<file path="config.mk">
export PLATFORM = sky130hd
export DESIGN_NAME = idle_buffer_recycle_pool
export DESIGN_NICKNAME = d
export VERILOG_FILES = /design/src/rtl/ibrp_pkg.sv /design/src/rtl/ibrp_ram.sv /design/src/rtl/ibrp_ctrl.sv /design/src/rtl/ibrp_dp.sv /design/src/rtl/idle_buffer_recycle_pool.sv
export SDC_FILE = /design/constraint.sdc
export NUM_CORES = 2
export LEC_CHECK = 0
export ABC_AREA = 1
export BUFFER_PORTS_ARGS = -buffer_cell sky130_fd_sc_hd__buf_2
export CAP_MARGIN = 20
export CORE_MARGIN = 3
export CORE_UTILIZATION = 32
export CTS_CLUSTER_SIZE = 8
export DETAILED_ROUTE_END_ITERATION = 12
export SLEW_MARGIN = 20
export SYNTH_ARGS = -nofsm -noshare
export SYNTH_HDL_FRONTEND = slang
export SYNTH_SLANG_ARGS = --single-unit
</file>
<file path="constraint.sdc">
create_clock -name clk -period 11.4 [get_ports clk]
set_input_delay 2.28 -clock clk [delete_from_list [all_inputs] [get_ports clk]]
set_output_delay 2.28 -clock clk [all_outputs]
set_load 0.05 [all_outputs]
</file>
<file path="src/rtl/ibrp_pkg.sv">
// Package: types, constants and codes shared by the buffer recycle pool.
package ibrp_pkg;

    localparam int POOL_ENTRIES = 16;
    localparam int HANDLE_BITS  = 16;
    localparam int IDX_W        = $clog2(POOL_ENTRIES);
    localparam int CNT_W        = $clog2(POOL_ENTRIES + 1);
    localparam logic [47:0] SAT48  = 48'hFFFF_FFFF_FFFF;
    localparam logic [32:0] NONE33 = 33'h1_FFFF_FFFF;
    localparam logic [31:0] MAX32  = 32'hFFFF_FFFF;
    localparam logic [15:0] PURGE_AGE_RESET = 16'd10;

    // Register indexes.
    localparam logic [0:0] REG_MAX_IDLE  = 1'b0;
    localparam logic [0:0] REG_PURGE_AGE = 1'b1;

    typedef enum logic [1:0] {
        CMD_TICK    = 2'd0,
        CMD_ACQUIRE = 2'd1,
        CMD_RELEASE = 2'd2,
        CMD_NONE    = 2'd3
    } cmd_t;

    typedef enum logic [2:0] {
        ST_REUSED  = 3'd0,
        ST_NEW     = 3'd1,
        ST_KEPT    = 3'd2,
        ST_DROPPED = 3'd3,
        ST_TICK    = 3'd4
    } status_t;

    typedef enum logic [3:0] {
        S_IDLE,
        S_DECODE,
        S_ACQ_READ,
        S_ACQ_CHECK,
        S_ACQ_SHIFT_READ,
        S_ACQ_SHIFT_WRITE,
        S_PURGE_READ,
        S_PURGE_CHECK,
        S_DONE
    } state_t;

    typedef struct packed {
        logic [1:0]  command;
        logic [15:0] elapsed;
        logic [31:0] request_size;
        logic        dynamic;
        logic [15:0] handle;
    } in_beat_t;

    typedef struct packed {
        logic [2:0]  status;
        logic [15:0] result_handle;
        logic [4:0]  purged;
        logic [47:0] total_bytes;
        logic [47:0] idle_bytes;
        logic [4:0]  idle_count;
        logic [15:0] live_count;
    } out_beat_t;

    // One idle list entry.
    typedef struct packed {
        logic [HANDLE_BITS-1:0] hnd;
        logic [31:0]            size;
        logic                   dyn;
        logic [31:0]            when;
    } entry_t;

    localparam int ENTRY_W = $bits(entry_t);

    // Commands from the controller to the datapath.
    typedef struct packed {
        logic load;        // capture input beat
        logic tick_time;   // advance time, latch purge decision
        logic rd;          // read entry at read pointer
        logic acq_check;   // evaluate match on read data
        logic shift_rd;    // read entry rd_ptr+1 for compaction
        logic shift_wr;    // write that entry to rd_ptr
        logic purge_check; // keep or drop read entry
        logic finish;      // apply bookkeeping and emit result
    } dp_cmd_t;

    // Status from the datapath to the controller.
    typedef struct packed {
        cmd_t cmd;
        logic purge_go;  // purge walk needed
        logic list_end;  // read pointer reached the fill count
        logic match;     // acquire found its entry
        logic shift_end; // compaction finished
    } dp_stat_t;

    function automatic logic [47:0] sat_add48(input logic [47:0] a, input logic [31:0] b);
        logic [48:0] s;
        s = {1'b0, a} + {17'd0, b};
        return s[48] ? SAT48 : s[47:0];
    endfunction

    function automatic logic [47:0] floor_sub48(input logic [47:0] a, input logic [31:0] b);
        return (a > {16'd0, b}) ? a - {16'd0, b} : 48'd0;
    endfunction

endpackage

</file>
<file path="src/rtl/ibrp_ram.sv">
// Generic single-port-write, single-read RAM with registered read data.
module ibrp_ram #(
    parameter int WIDTH = 8,
    parameter int DEPTH = 16
) (
    input  logic                     clk,
    input  logic                     we,
    input  logic [$clog2(DEPTH)-1:0] waddr,
    input  logic [WIDTH-1:0]         wdata,
    input  logic                     re,
    input  logic [$clog2(DEPTH)-1:0] raddr,
    output logic [WIDTH-1:0]         rdata
);

    logic [WIDTH-1:0] mem [DEPTH];

    // Write port and registered read port.
    always_ff @(posedge clk)
    begin
        if (we)
        begin
            mem[waddr] <= wdata;
        end
        if (re)
        begin
            rdata <= mem[raddr];
        end
    end

endmodule

</file>
<file path="src/rtl/ibrp_ctrl.sv">
// Controller state machine of the buffer recycle pool.
module ibrp_ctrl import ibrp_pkg::*; (
    input  logic     clk,
    input  logic     rst_n,
    input  logic     start,
    input  dp_stat_t stat,
    output logic     busy,
    output dp_cmd_t  cmd
);

    state_t state_reg, state_next;

    always_ff @(posedge clk or negedge rst_n)
    begin
        if (!rst_n)
        begin
            state_reg <= S_IDLE;
        end
        else
        begin
            state_reg <= state_next;
        end
    end

    // Next state.
    always_comb
    begin
        state_next = state_reg;
        unique case (state_reg)
            S_IDLE:
            begin
                if (start)
                begin
                    state_next = S_DECODE;
                end
            end
            S_DECODE:
            begin
                unique case (stat.cmd)
                    CMD_ACQUIRE: state_next = S_ACQ_READ;
                    CMD_TICK:    state_next = S_PURGE_READ;
                    default:     state_next = S_DONE;
                endcase
            end
            S_ACQ_READ:
            begin
                state_next = stat.list_end ? S_DONE : S_ACQ_CHECK;
            end
            S_ACQ_CHECK:
            begin
                state_next = stat.match ? S_ACQ_SHIFT_READ : S_ACQ_READ;
            end
            S_ACQ_SHIFT_READ:
            begin
                state_next = stat.shift_end ? S_DONE : S_ACQ_SHIFT_WRITE;
            end
            S_ACQ_SHIFT_WRITE:
            begin
                state_next = S_ACQ_SHIFT_READ;
            end
            S_PURGE_READ:
            begin
                state_next = (!stat.purge_go || stat.list_end) ? S_DONE : S_PURGE_CHECK;
            end
            S_PURGE_CHECK:
            begin
                state_next = S_PURGE_READ;
            end
            S_DONE:
            begin
                state_next = S_IDLE;
            end
            default:
            begin
                state_next = S_IDLE;
            end
        endcase
    end

    // Outputs.
    always_comb
    begin
        cmd  = '0;
        busy = (state_reg != S_IDLE);
        unique case (state_reg)
            S_IDLE:            cmd.load = start;
            S_DECODE:          cmd.tick_time = 1'b1;
            S_ACQ_READ:        cmd.rd = 1'b1;
            S_ACQ_CHECK:       cmd.acq_check = 1'b1;
            S_ACQ_SHIFT_READ:  cmd.shift_rd = 1'b1;
            S_ACQ_SHIFT_WRITE: cmd.shift_wr = 1'b1;
            S_PURGE_READ:      cmd.rd = stat.purge_go;
            S_PURGE_CHECK:     cmd.purge_check = 1'b1;
            S_DONE:            cmd.finish = 1'b1;
            default:           cmd = '0;
        endcase
    end

endmodule

</file>
<file path="src/rtl/ibrp_dp.sv">
// Datapath of the buffer recycle pool: idle list memory, totals and result.
module ibrp_dp import ibrp_pkg::*; (
    input  logic      clk,
    input  logic      rst_n,
    input  in_beat_t  in_beat,
    input  logic      cfg_we,
    input  logic      cfg_index,
    input  logic [31:0] cfg_data,
    input  dp_cmd_t   cmd,
    output dp_stat_t  stat,
    output logic      done,
    output out_beat_t result
);

    in_beat_t    beat_reg;
    logic [31:0] max_idle_reg;
    logic [15:0] purge_age_reg;
    logic [CNT_W-1:0] count_reg, count_next;
    logic [31:0] now_reg, now_next;
    logic [32:0] oldest_reg, oldest_next;
    logic [47:0] total_reg, total_next;
    logic [47:0] idle_reg, idle_next;
    logic [15:0] live_reg, live_next;
    logic [HANDLE_BITS-1:0] next_hnd_reg, next_hnd_next;
    logic [CNT_W-1:0] rd_ptr_reg, rd_ptr_next;
    logic [CNT_W-1:0] wr_ptr_reg, wr_ptr_next;
    logic [4:0]  gone_reg, gone_next;
    logic        go_reg, go_next;
    logic        found_reg, found_next;
    logic [HANDLE_BITS-1:0] res_hnd_reg, res_hnd_next;
    logic [2:0]  status_reg, status_next;
    out_beat_t   result_reg;
    logic        done_reg;

    logic        we;
    logic [IDX_W-1:0] waddr, raddr;
    entry_t      wdata, rdata;
    logic        re;
    logic [32:0] now_sum;
    logic [31:0] age;
    logic [33:0] cap_sum;
    logic        over;

    ibrp_ram #(.WIDTH(ENTRY_W), .DEPTH(POOL_ENTRIES)) u_list (
        .clk   (clk),
        .we    (we),
        .waddr (waddr),
        .wdata (wdata),
        .re    (re),
        .raddr (raddr),
        .rdata (rdata)
    );

    // Configuration registers.
    always_ff @(posedge clk or negedge rst_n)
    begin
        if (!rst_n)
        begin
            max_idle_reg  <= '0;
            purge_age_reg <= PURGE_AGE_RESET;
        end
        else if (cfg_we)
        begin
            if (cfg_index == REG_MAX_IDLE)
            begin
                max_idle_reg <= cfg_data;
            end
            else
            begin
                purge_age_reg <= cfg_data[15:0];
            end
        end
    end

    // Captured input beat.
    always_ff @(posedge clk)
    begin
        if (cmd.load)
        begin
            beat_reg <= in_beat;
        end
    end

    assign stat.cmd       = cmd_t'(beat_reg.command);
    assign stat.purge_go  = go_reg;
    assign stat.list_end  = (rd_ptr_reg >= count_reg);
    assign stat.match     = found_next;
    assign stat.shift_end = (rd_ptr_reg + CNT_W'(1) >= count_reg);

    assign now_sum = {1'b0, now_reg} + {17'd0, beat_reg.elapsed};
    assign age     = now_reg - rdata.when;
    assign cap_sum = {1'b0, idle_reg[32:0]} + {2'b0, beat_reg.request_size};
    assign over    = (max_idle_reg != 32'd0) &&
                     ((idle_reg[47:33] != 15'd0) || (cap_sum > {2'b0, max_idle_reg}));

    // Memory port control.
    always_comb
    begin
        re    = cmd.rd || cmd.shift_rd;
        raddr = cmd.shift_rd ? IDX_W'(rd_ptr_reg + CNT_W'(1)) : IDX_W'(rd_ptr_reg);
        we    = 1'b0;
        waddr = IDX_W'(wr_ptr_reg);
        wdata = rdata;
        if (cmd.shift_wr || (cmd.purge_check && age < {16'd0, purge_age_reg}))
        begin
            we = 1'b1;
        end
        if (cmd.finish && beat_reg.command == CMD_RELEASE && !over &&
            count_reg < CNT_W'(POOL_ENTRIES))
        begin
            we          = 1'b1;
            waddr       = IDX_W'(count_reg);
            wdata.hnd   = HANDLE_BITS'(beat_reg.handle);
            wdata.size  = beat_reg.request_size;
            wdata.dyn   = beat_reg.dynamic;
            wdata.when  = now_reg;
        end
    end

    // Datapath next-state logic.
    always_comb
    begin
        count_next    = count_reg;
        now_next      = now_reg;
        oldest_next   = oldest_reg;
        total_next    = total_reg;
        idle_next     = idle_reg;
        live_next     = live_reg;
        next_hnd_next = next_hnd_reg;
        rd_ptr_next   = rd_ptr_reg;
        wr_ptr_next   = wr_ptr_reg;
        gone_next     = gone_reg;
        go_next       = go_reg;
        found_next    = found_reg;
        res_hnd_next  = res_hnd_reg;
        status_next   = status_reg;

        if (cmd.load)
        begin
            rd_ptr_next = '0;
            wr_ptr_next = '0;
            gone_next   = '0;
            found_next  = 1'b0;
            go_next     = 1'b0;
        end
        if (cmd.tick_time && beat_reg.command == CMD_TICK)
        begin
            now_next = now_sum[32] ? MAX32 : now_sum[31:0];
            go_next  = (purge_age_reg != 16'd0) && (oldest_reg != NONE33) &&
                       ((now_next - oldest_reg[31:0]) >= {16'd0, purge_age_reg});
            if (go_next)
            begin
                oldest_next = NONE33;
            end
        end
        if (cmd.rd)
        begin
            rd_ptr_next = rd_ptr_reg + CNT_W'(1);
        end
        if (cmd.acq_check)
        begin
            if (rdata.dyn == beat_reg.dynamic && rdata.size >= beat_reg.request_size)
            begin
                found_next   = 1'b1;
                res_hnd_next = rdata.hnd;
                idle_next    = floor_sub48(idle_reg, rdata.size);
                rd_ptr_next  = rd_ptr_reg - CNT_W'(1);
                wr_ptr_next  = rd_ptr_reg - CNT_W'(1);
            end
        end
        if (cmd.shift_wr)
        begin
            rd_ptr_next = rd_ptr_reg + CNT_W'(1);
            wr_ptr_next = wr_ptr_reg + CNT_W'(1);
        end
        if (cmd.purge_check)
        begin
            if (age >= {16'd0, purge_age_reg})
            begin
                idle_next  = floor_sub48(idle_reg, rdata.size);
                total_next = floor_sub48(total_reg, rdata.size);
                live_next  = (live_reg != 16'd0) ? live_reg - 16'd1 : 16'd0;
                gone_next  = gone_reg + 5'd1;
            end
            else
            begin
                wr_ptr_next = wr_ptr_reg + CNT_W'(1);
                if ({1'b0, rdata.when} < oldest_reg)
                begin
                    oldest_next = {1'b0, rdata.when};
                end
            end
        end
        if (cmd.finish)
        begin
            res_hnd_next = '0;
            status_next  = ST_TICK;
            unique case (cmd_t'(beat_reg.command))
                CMD_TICK:
                begin
                    if (go_reg)
                    begin
                        count_next = wr_ptr_reg;
                    end
                end
                CMD_ACQUIRE:
                begin
                    if (found_reg)
                    begin
                        res_hnd_next = res_hnd_reg;
                        count_next   = count_reg - CNT_W'(1);
                        status_next  = ST_REUSED;
                    end
                    else
                    begin
                        res_hnd_next  = next_hnd_reg;
                        next_hnd_next = next_hnd_reg + HANDLE_BITS'(1);
                        total_next    = sat_add48(total_reg, beat_reg.request_size);
                        if (live_reg != 16'hFFFF)
                        begin
                            live_next = live_reg + 16'd1;
                        end
                        status_next = ST_NEW;
                    end
                end
                CMD_RELEASE:
                begin
                    if (over || count_reg >= CNT_W'(POOL_ENTRIES))
                    begin
                        total_next  = floor_sub48(total_reg, beat_reg.request_size);
                        live_next   = (live_reg != 16'd0) ? live_reg - 16'd1 : 16'd0;
                        status_next = ST_DROPPED;
                    end
                    else
                    begin
                        count_next = count_reg + CNT_W'(1);
                        idle_next  = sat_add48(idle_reg, beat_reg.request_size);
                        if ({1'b0, now_reg} < oldest_reg)
                        begin
                            oldest_next = {1'b0, now_reg};
                        end
                        status_next = ST_KEPT;
                    end
                end
                default:
                begin
                    status_next = ST_TICK;
                end
            endcase
        end
    end

    always_ff @(posedge clk or negedge rst_n)
    begin
        if (!rst_n)
        begin
            count_reg    <= '0;
            now_reg      <= '0;
            oldest_reg   <= NONE33;
            total_reg    <= '0;
            idle_reg     <= '0;
            live_reg     <= '0;
            next_hnd_reg <= '0;
            rd_ptr_reg   <= '0;
            wr_ptr_reg   <= '0;
            gone_reg     <= '0;
            go_reg       <= 1'b0;
            found_reg    <= 1'b0;
            res_hnd_reg  <= '0;
            status_reg   <= '0;
            done_reg     <= 1'b0;
        end
        else
        begin
            count_reg    <= count_next;
            now_reg      <= now_next;
            oldest_reg   <= oldest_next;
            total_reg    <= total_next;
            idle_reg     <= idle_next;
            live_reg     <= live_next;
            next_hnd_reg <= next_hnd_next;
            rd_ptr_reg   <= rd_ptr_next;
            wr_ptr_reg   <= wr_ptr_next;
            gone_reg     <= gone_next;
            go_reg       <= go_next;
            found_reg    <= found_next;
            res_hnd_reg  <= res_hnd_next;
            status_reg   <= status_next;
            done_reg     <= cmd.finish;
        end
    end

    // Result register, loaded from the next values at finish.
    always_ff @(posedge clk)
    begin
        if (cmd.finish)
        begin
            result_reg.status        <= status_next;
            result_reg.result_handle <= 16'(res_hnd_next);
            result_reg.purged        <= (beat_reg.command == CMD_TICK) ? gone_reg : 5'd0;
            result_reg.total_bytes   <= total_next;
            result_reg.idle_bytes    <= idle_next;
            result_reg.idle_count    <= 5'(count_next);
            result_reg.live_count    <= live_next;
        end
    end

    assign done   = done_reg;
    assign result = result_reg;

endmodule

</file>
<file path="src/rtl/idle_buffer_recycle_pool.sv">
// Top level of the idle buffer recycle pool.
//   Channel  Signals                       Direction  Beat taken when
//   command  start, busy, cmd_in           in         start && !busy
//   result   done, result                  out        done high
//   config   cfg_we, cfg_index, cfg_data   in         cfg_we high
// A release or unused command passes through the decode and done states only.
// An acquire checks entries in turn until one matches, then shifts the rest down.
// A tick checks every entry in a purge pass once the oldest reaches the purge age.
// Entries are walked one at a time through the single read port of the list memory.
// Reset clears all counters and totals; the receiver cannot stall.
module idle_buffer_recycle_pool import ibrp_pkg::*; (
    input  logic        clk,
    input  logic        rst_n,
    input  logic        start,
    output logic        busy,
    input  in_beat_t    cmd_in,
    output logic        done,
    output out_beat_t   result,
    input  logic        cfg_we,
    input  logic        cfg_index,
    input  logic [31:0] cfg_data
);

    dp_cmd_t  dcmd;
    dp_stat_t dstat;

    ibrp_ctrl u_ctrl (
        .clk   (clk),
        .rst_n (rst_n),
        .start (start),
        .stat  (dstat),
        .busy  (busy),
        .cmd   (dcmd)
    );

    ibrp_dp u_dp (
        .clk       (clk),
        .rst_n     (rst_n),
        .in_beat   (cmd_in),
        .cfg_we    (cfg_we),
        .cfg_index (cfg_index),
        .cfg_data  (cfg_data),
        .cmd       (dcmd),
        .stat      (dstat),
        .done      (done),
        .result    (result)
    );

endmodule

</file>
* Yosys cells after proc, flatten, opt, wreduce, memory -nomap -nowiden
Memories as Yosys holds them, arrays and structs flattened. A register that Yosys moved wholly into a read port is not among the register bits. Cells that the tools add are included.
Storage, ports and cells: bits in registers 495, word-level logic and storage cells 197, bits in writable memories 1296, output and inout port bits 143, bits of input ports 104, bits in read-only memories 0, bits in latches 0, memories kept 1
Cells by class: bitwise operators 2, reductions and logical operators 27, divide/modulo/power cells 0, $add $sub $neg 18, magnitude comparators 14, shift-type cells 0, multipliers 0, multiplexer cells 91, eq/ne operators 14
Memory list:
- u_dp.u_list.mem | words 16, bits a word 81, read ports 1, clocked after Yosys merged registers in 1, write ports 1, RTL line ibrp_ram.sv:15 | logic [WIDTH-1:0] mem [DEPTH];
Operator list (count):
- $mux 48 | 17
- $mux 33 | 9
- $mux 16 | 12
- $gt 48x32->1 | 3
- $sub 48x32->48 | 3
- $add 48x32->49 | 2
- $pmux 48 s2 | 1
- $mux 5 | 18
- $mux 81 | 1
- $lt 32x33->1 | 2
- $ge 32x16->1 | 2
- $sub 32x32->32 | 2
- $add 33x32->34 | 1
- $gt 34x32->1 | 1
- $add 32x16->33 | 1
- $ne 33x33->1 const B | 1
- $add 16x1->16 const B | 2
- $ge 32x32->1 | 1
- $lt 32x16->1 | 1
- $mux 32 | 1
- $pmux 16 s2 | 1
- $pmux 4 s8 | 1
- $reduce_bool 16->1 | 2
- $reduce_bool 32->1 | 1
- other kinds (33) | 80

* Depth between registers and ports, before layout
word-level depth 14, mapped depth 39, depth with buffers taken out 38

* Cells and area by module
A second synthesis with hierarchy kept.
Second synthesis, totals: cells, all modules 12663, area, all modules 105920.3 sq um
Modules (own cells, without submodules):
- ibrp_ram | cells each 5319, sequential area each 41349.7 sq um, times used 1, area each 58153.3 sq um
- ibrp_dp | cells each 7281, sequential area each 13371.6 sq um, times used 1, area each 47385.4 sq um
- ibrp_ctrl | cells each 63, sequential area each 100.1 sq um, times used 1, area each 381.6 sq um

* Worst setup path before layout
No wires, ideal clock.
path kind reg-to-reg, start reg u_ctrl.state_reg[1], end mem u_dp.u_list.mem[0][0] (netlist bit), enable pin, setup slack 1.712 ns, clock period less this slack 9.688 ns, library setup time 0.521 ns, data required time 10.879 ns, data arrival time 9.167 ns, stages on the path, launching flop included 11, cells stage by stage dfrtp_1 > nor2_1 > inv_2 > nor3_4 > inv_1 > nor2_1 > nand3_2 > buf_4 > nand3_1 > nand4_1 > nor2_1
RTL lines:
- start, declared | RTL line ibrp_ctrl.sv:11 | state_t state_reg, state_next;
- start signal, assigned | RTL line ibrp_ctrl.sv:21 | state_reg <= state_next;
- end, declared | RTL line ibrp_ram.sv:15

* Final worst setup path
start reg u_dp.beat_reg[17] (netlist bit), end mem u_dp.u_list.mem[7][2] (netlist bit), enable pin
Between the ends: longest elaborated chain between the ends 10, elaborated cells between the ends (all ways) 11, those cells by class add/sub: 1; order compare: 1; mux: 4; reduce/logical: 5
RTL lines:
- start, declared | RTL line ibrp_dp.sv:15 | in_beat_t beat_reg;
- start signal, assigned | RTL line ibrp_dp.sv:80 | beat_reg <= in_beat;
- $add 33x32->34 (*) | RTL line ibrp_dp.sv:92 | assign cap_sum = {1'b0, idle_reg[32:0]} + {2'b0, beat_reg.request_size};
- $gt 34x32->1 (*) | RTL line ibrp_dp.sv:94 | ((idle_reg[47:33] != 15'd0) || (cap_sum > {2'b0, max_idle_reg}));
- $logic_or 1x1->1 (*) | RTL line ibrp_dp.sv:94
- $logic_and 1x1->1 (*) | RTL line ibrp_dp.sv:93 | assign over = (max_idle_reg != 32'd0) &&
- $logic_not 1->1 (*) | RTL line ibrp_dp.sv:108 | if (cmd.finish && beat_reg.command == CMD_RELEASE && !over &&
- $logic_and 1x1->1 (*) (2 in series) | RTL line ibrp_dp.sv:108
- $mux 1 | RTL line ibrp_dp.sv:108
- $mux 1 | RTL line ibrp_ram.sv:20 | if (we)
- $mux 1 (not written as such) | RTL line ibrp_ram.sv:22 | mem[waddr] <= wdata;
Mark *: on every way between the ends. The rest lies on a longest branch, timed or not.

==> metrics.md <==
| Metric | Value |
|---|---|
| DR DRC count | 0 |
| Post-synth ARST share | 0.153 |
| Worst path max stage delay | 0.81 ns |
| Min-Delay Path Class | reg -> reg |
| Root Buffer | clkbuf_16 |
| Layout Cells excl Fill | 15100 |
| Die Width | 562 um |
| Core area | 307000 um2 |
| Hold bufs inserted after CTS | 0 |
| I/O Buffers | 246 |
| Max FFs per register | 1296 |
| First-iteration detailed-routing DRC count | 8404 |
| Peak Freq | 143 MHz |
| Detail Placement HPWL | 239 mm |
| Cell repeated most along the worst path | nand2_1 |
| Synth Area per Inst | 9.34 um2 |
| Largest net degree at the start of global routing | 198 |
| CTS tree | yes |
| Post-synthesis cell type count | 68 |
| Die Ht | 562 um |
| Power Dens Cells | 289 nW/um2 |
| Syn Std Cell Area | 99000 um2 |
| Setup TNS | 0 ns |
| Postcts setup bufs | 0 |
| Final Instance Area | 113000 um2 |
| Post-CTS sizing | 0 |
| Area Growth Syn to Fin | 14.1% |
| Max-slew headroom | 0.235 |
| Period utilisation layout | 0.615 |
| Antenna-violating nets left | 0 |
| Vias in the first global route | 75400 |
| Htree depth | 5 |
| Vias | 79900 |
| Syn Inst Count | 10600 |
| Finish-stage setup viols | 0 |
| RSZ-0062 raised after global routing | no |
| Final hold slack | 0.460 ns |
| Placed Cells | 14600 |
| VDD IR max | 0.241 mV |
| Placed inst area | 105000 um2 |
| CP Capture Type | flop |
| Overflow after GRT | 0 |
| Initial Utilization | 0.323 |
| Share of cells above drive strength 1 | 0.0811 |
| Final Hold Fails | 0 |
| Die area | 316000 um2 |
| Wire per inst | 23.2 um |
| Yosys reg bits | 1872 |
| Syn_nets | 11100 |
| Leakage | 45.3 nW |
| Status | finished, final reports clean |
| EDFF count, synth | 1585 |
| YS warnings | 0 |
| Total global routing track utilization | 0.214 |
| Main synth FF type | edfxtp_1 |
| Max-slew violations | 0 |
| Final Power | 32.7 mW |
| FP Rows | 203 |
| I/O pins | 247 |
| Net count, final | 11400 |
| Startpoint types | flop |
| Clk_lat worst skew | 0.87 ns |
| Crit Path Max Fanout | 44 |
| Crit Path Category | reg -> reg |
| GPL Wtd Cong | 1.02 |
| Initial antenna violation count | 20 |
| TritonCTS buffer count | 282 |
| Worst slew pin tran | 1.15 ns |
| Setup Skew | 0.0879 ns |
| First-pass GRT wire length | 510 mm |
| Post-Route WL | 350 mm |
| Drt pass-1 iters | 6 |
| Register area share after synthesis | 0.554 |
| Clock Sinks | 1872 |
| CP arrival | 7.42 ns |
| Critical Path RT | 11.81 ns |
| Fin crit period | 7.01 ns |
| Vias per cell | 5.31 |
| Max-Cap Viols | 0 |
| Crit path max-delay cell type | buf_4 |
| CTS Buffer Depth | 4 |
| Clock Pin Slew Worst Setup and Hold Paths | 0.05 ns |
==> area by class of cell <==
class / instances / area, um2
Tap cell: 4100 / 5130
Timing Repair Buffer: 391 / 2450
Sequential cell: 1872 / 54800
Fill cell: 30800 / 194000
Inverter: 1022 / 3870
Antenna cell: 6 / 15.0
Multi-Input combinational cell: 7261 / 38600
Clock buffer: 377 / 7630
Clock inverter: 28 / 377
==> cell usage in the layout (no fill, tap or decap), types with 98 or more instances in the layout <==
cell       count
o221ai_1     233
o21ai_0     1084
nand4_1      103
ha_1         421
inv_1        992
o211ai_1     121
edfxtp_1    1585
clkbuf_16    290
nand2_1     2169
nor2_1      1344
o22ai_1       98
nand3_1      490
a21oi_1      436
dfrtp_1      252
buf_2        245
buf_4        135
xor2_1       190
==> worst paths after layout <==
path / start / endpoint / slack [ns] / cells after the start
max: u_dp.beat_reg[17] / u_dp.u_list.mem[7][2] / 4.39 / 30
min: u_dp.next_hnd_reg[13] / u_dp.next_hnd_reg[13] / 0.46 / 1
max reg2reg: u_dp.beat_reg[17] / u_dp.u_list.mem[7][2] / 4.39 / 30
min reg2reg: u_dp.next_hnd_reg[13] / u_dp.next_hnd_reg[13] / 0.46 / 1
max in group asynchronous: rst_n / u_dp.next_hnd_reg[13] / 8.05 / 3
min in group asynchronous: rst_n / u_dp.idle_reg[26] / 1.46 / 1
==> metal layers <==
metal  track usage  wire length [um]
met4        0.0876             15800
met2         0.339            159000
met3        0.0302             26600
met5             0                45
met1         0.292            148000
==> per-stage QoR <==
stage	worst slack [ns]	util
floorplan	1.71	-
global placement	4.49	0.342
detailed placement	4.54	0.342
CTS	4.48	0.368
global route	3.84	0.368
finish	4.39	0.368
==> cells by family (layout without fill, tap and decap cells) <==
kind of cell,Yosys count,after routing,share of synthesized area
xor gates and xnor gates,251,251,0.0222
buffers and inverters,1466,1818,0.0578
and+or+nand+nor,4366,4366,0.181
adders and majority gates,429,429,0.0548
other,0,6,0
AOI/OAI and AO/OA,2214,2214,0.130
DFF,1872,1872,0.554
muxes,1,1,0.000114
==> worst max-delay path: cells and delay by family (launching register included) <==
family / cells / cell delay [ns]
xor+xnor: 1 / 0.21
flops: 1 / 0.49
simple gates: 20 / 3.15
compound gates: 3 / 0.62
buf+inv: 3 / 0.91
fa+ha+maj: 3 / 1.08
==> cell usage after synthesis (9+ instances only) <==
| library cell | number | area [um2] |
|---|---|---|
| buf_1 | 19 | 71.3 |
| inv_1 | 994 | 3730 |
| o21bai_1 | 32 | 240 |
| buf_2 | 58 | 290 |
| nand2_2 | 12 | 75.1 |
| nor2_1 | 1364 | 5120 |
| dfrtp_1 | 252 | 6310 |
| o211ai_1 | 121 | 908 |
| nand2_1 | 2174 | 8160 |
| buf_4 | 14 | 105 |
| or2_2 | 26 | 163 |
| nor2_2 | 13 | 81.3 |
| clkinv_1 | 9 | 33.8 |
| a31oi_1 | 39 | 244 |
| a21o_1 | 20 | 150 |
| nor3_1 | 82 | 410 |
| inv_2 | 18 | 67.6 |
| xor2_1 | 190 | 1660 |
| nor4_1 | 41 | 257 |
| xnor2_1 | 61 | 534 |
| nand3_1 | 490 | 2450 |
| o21a_1 | 22 | 165 |
| and2_1 | 13 | 81.3 |
| and3_1 | 11 | 68.8 |
| clkbuf_1 | 342 | 1280 |
| nand4_1 | 103 | 644 |
| o22ai_1 | 98 | 613 |
| o221ai_1 | 233 | 2040 |
| a21boi_0 | 13 | 97.6 |
| o21ai_0 | 1096 | 5490 |
| ha_1 | 421 | 5270 |
| a21oi_1 | 436 | 2180 |
| a211oi_1 | 10 | 75.1 |
| dfstp_2 | 35 | 920 |
| o21ai_1 | 25 | 125 |
| edfxtp_1 | 1585 | 47600 |
| o31ai_1 | 37 | 278 |
==> power breakdown <==
part	leakage (nW)	internal, mW	total, mW	switching (mW)
logic	23.5	4.34	15.3	11.0
registers	18.0	8.94	9.72	0.775
clock network	3.88	4.66	7.68	3.02
total	45.3	17.9	32.7	14.7
(Power assumes the default switching activity.)
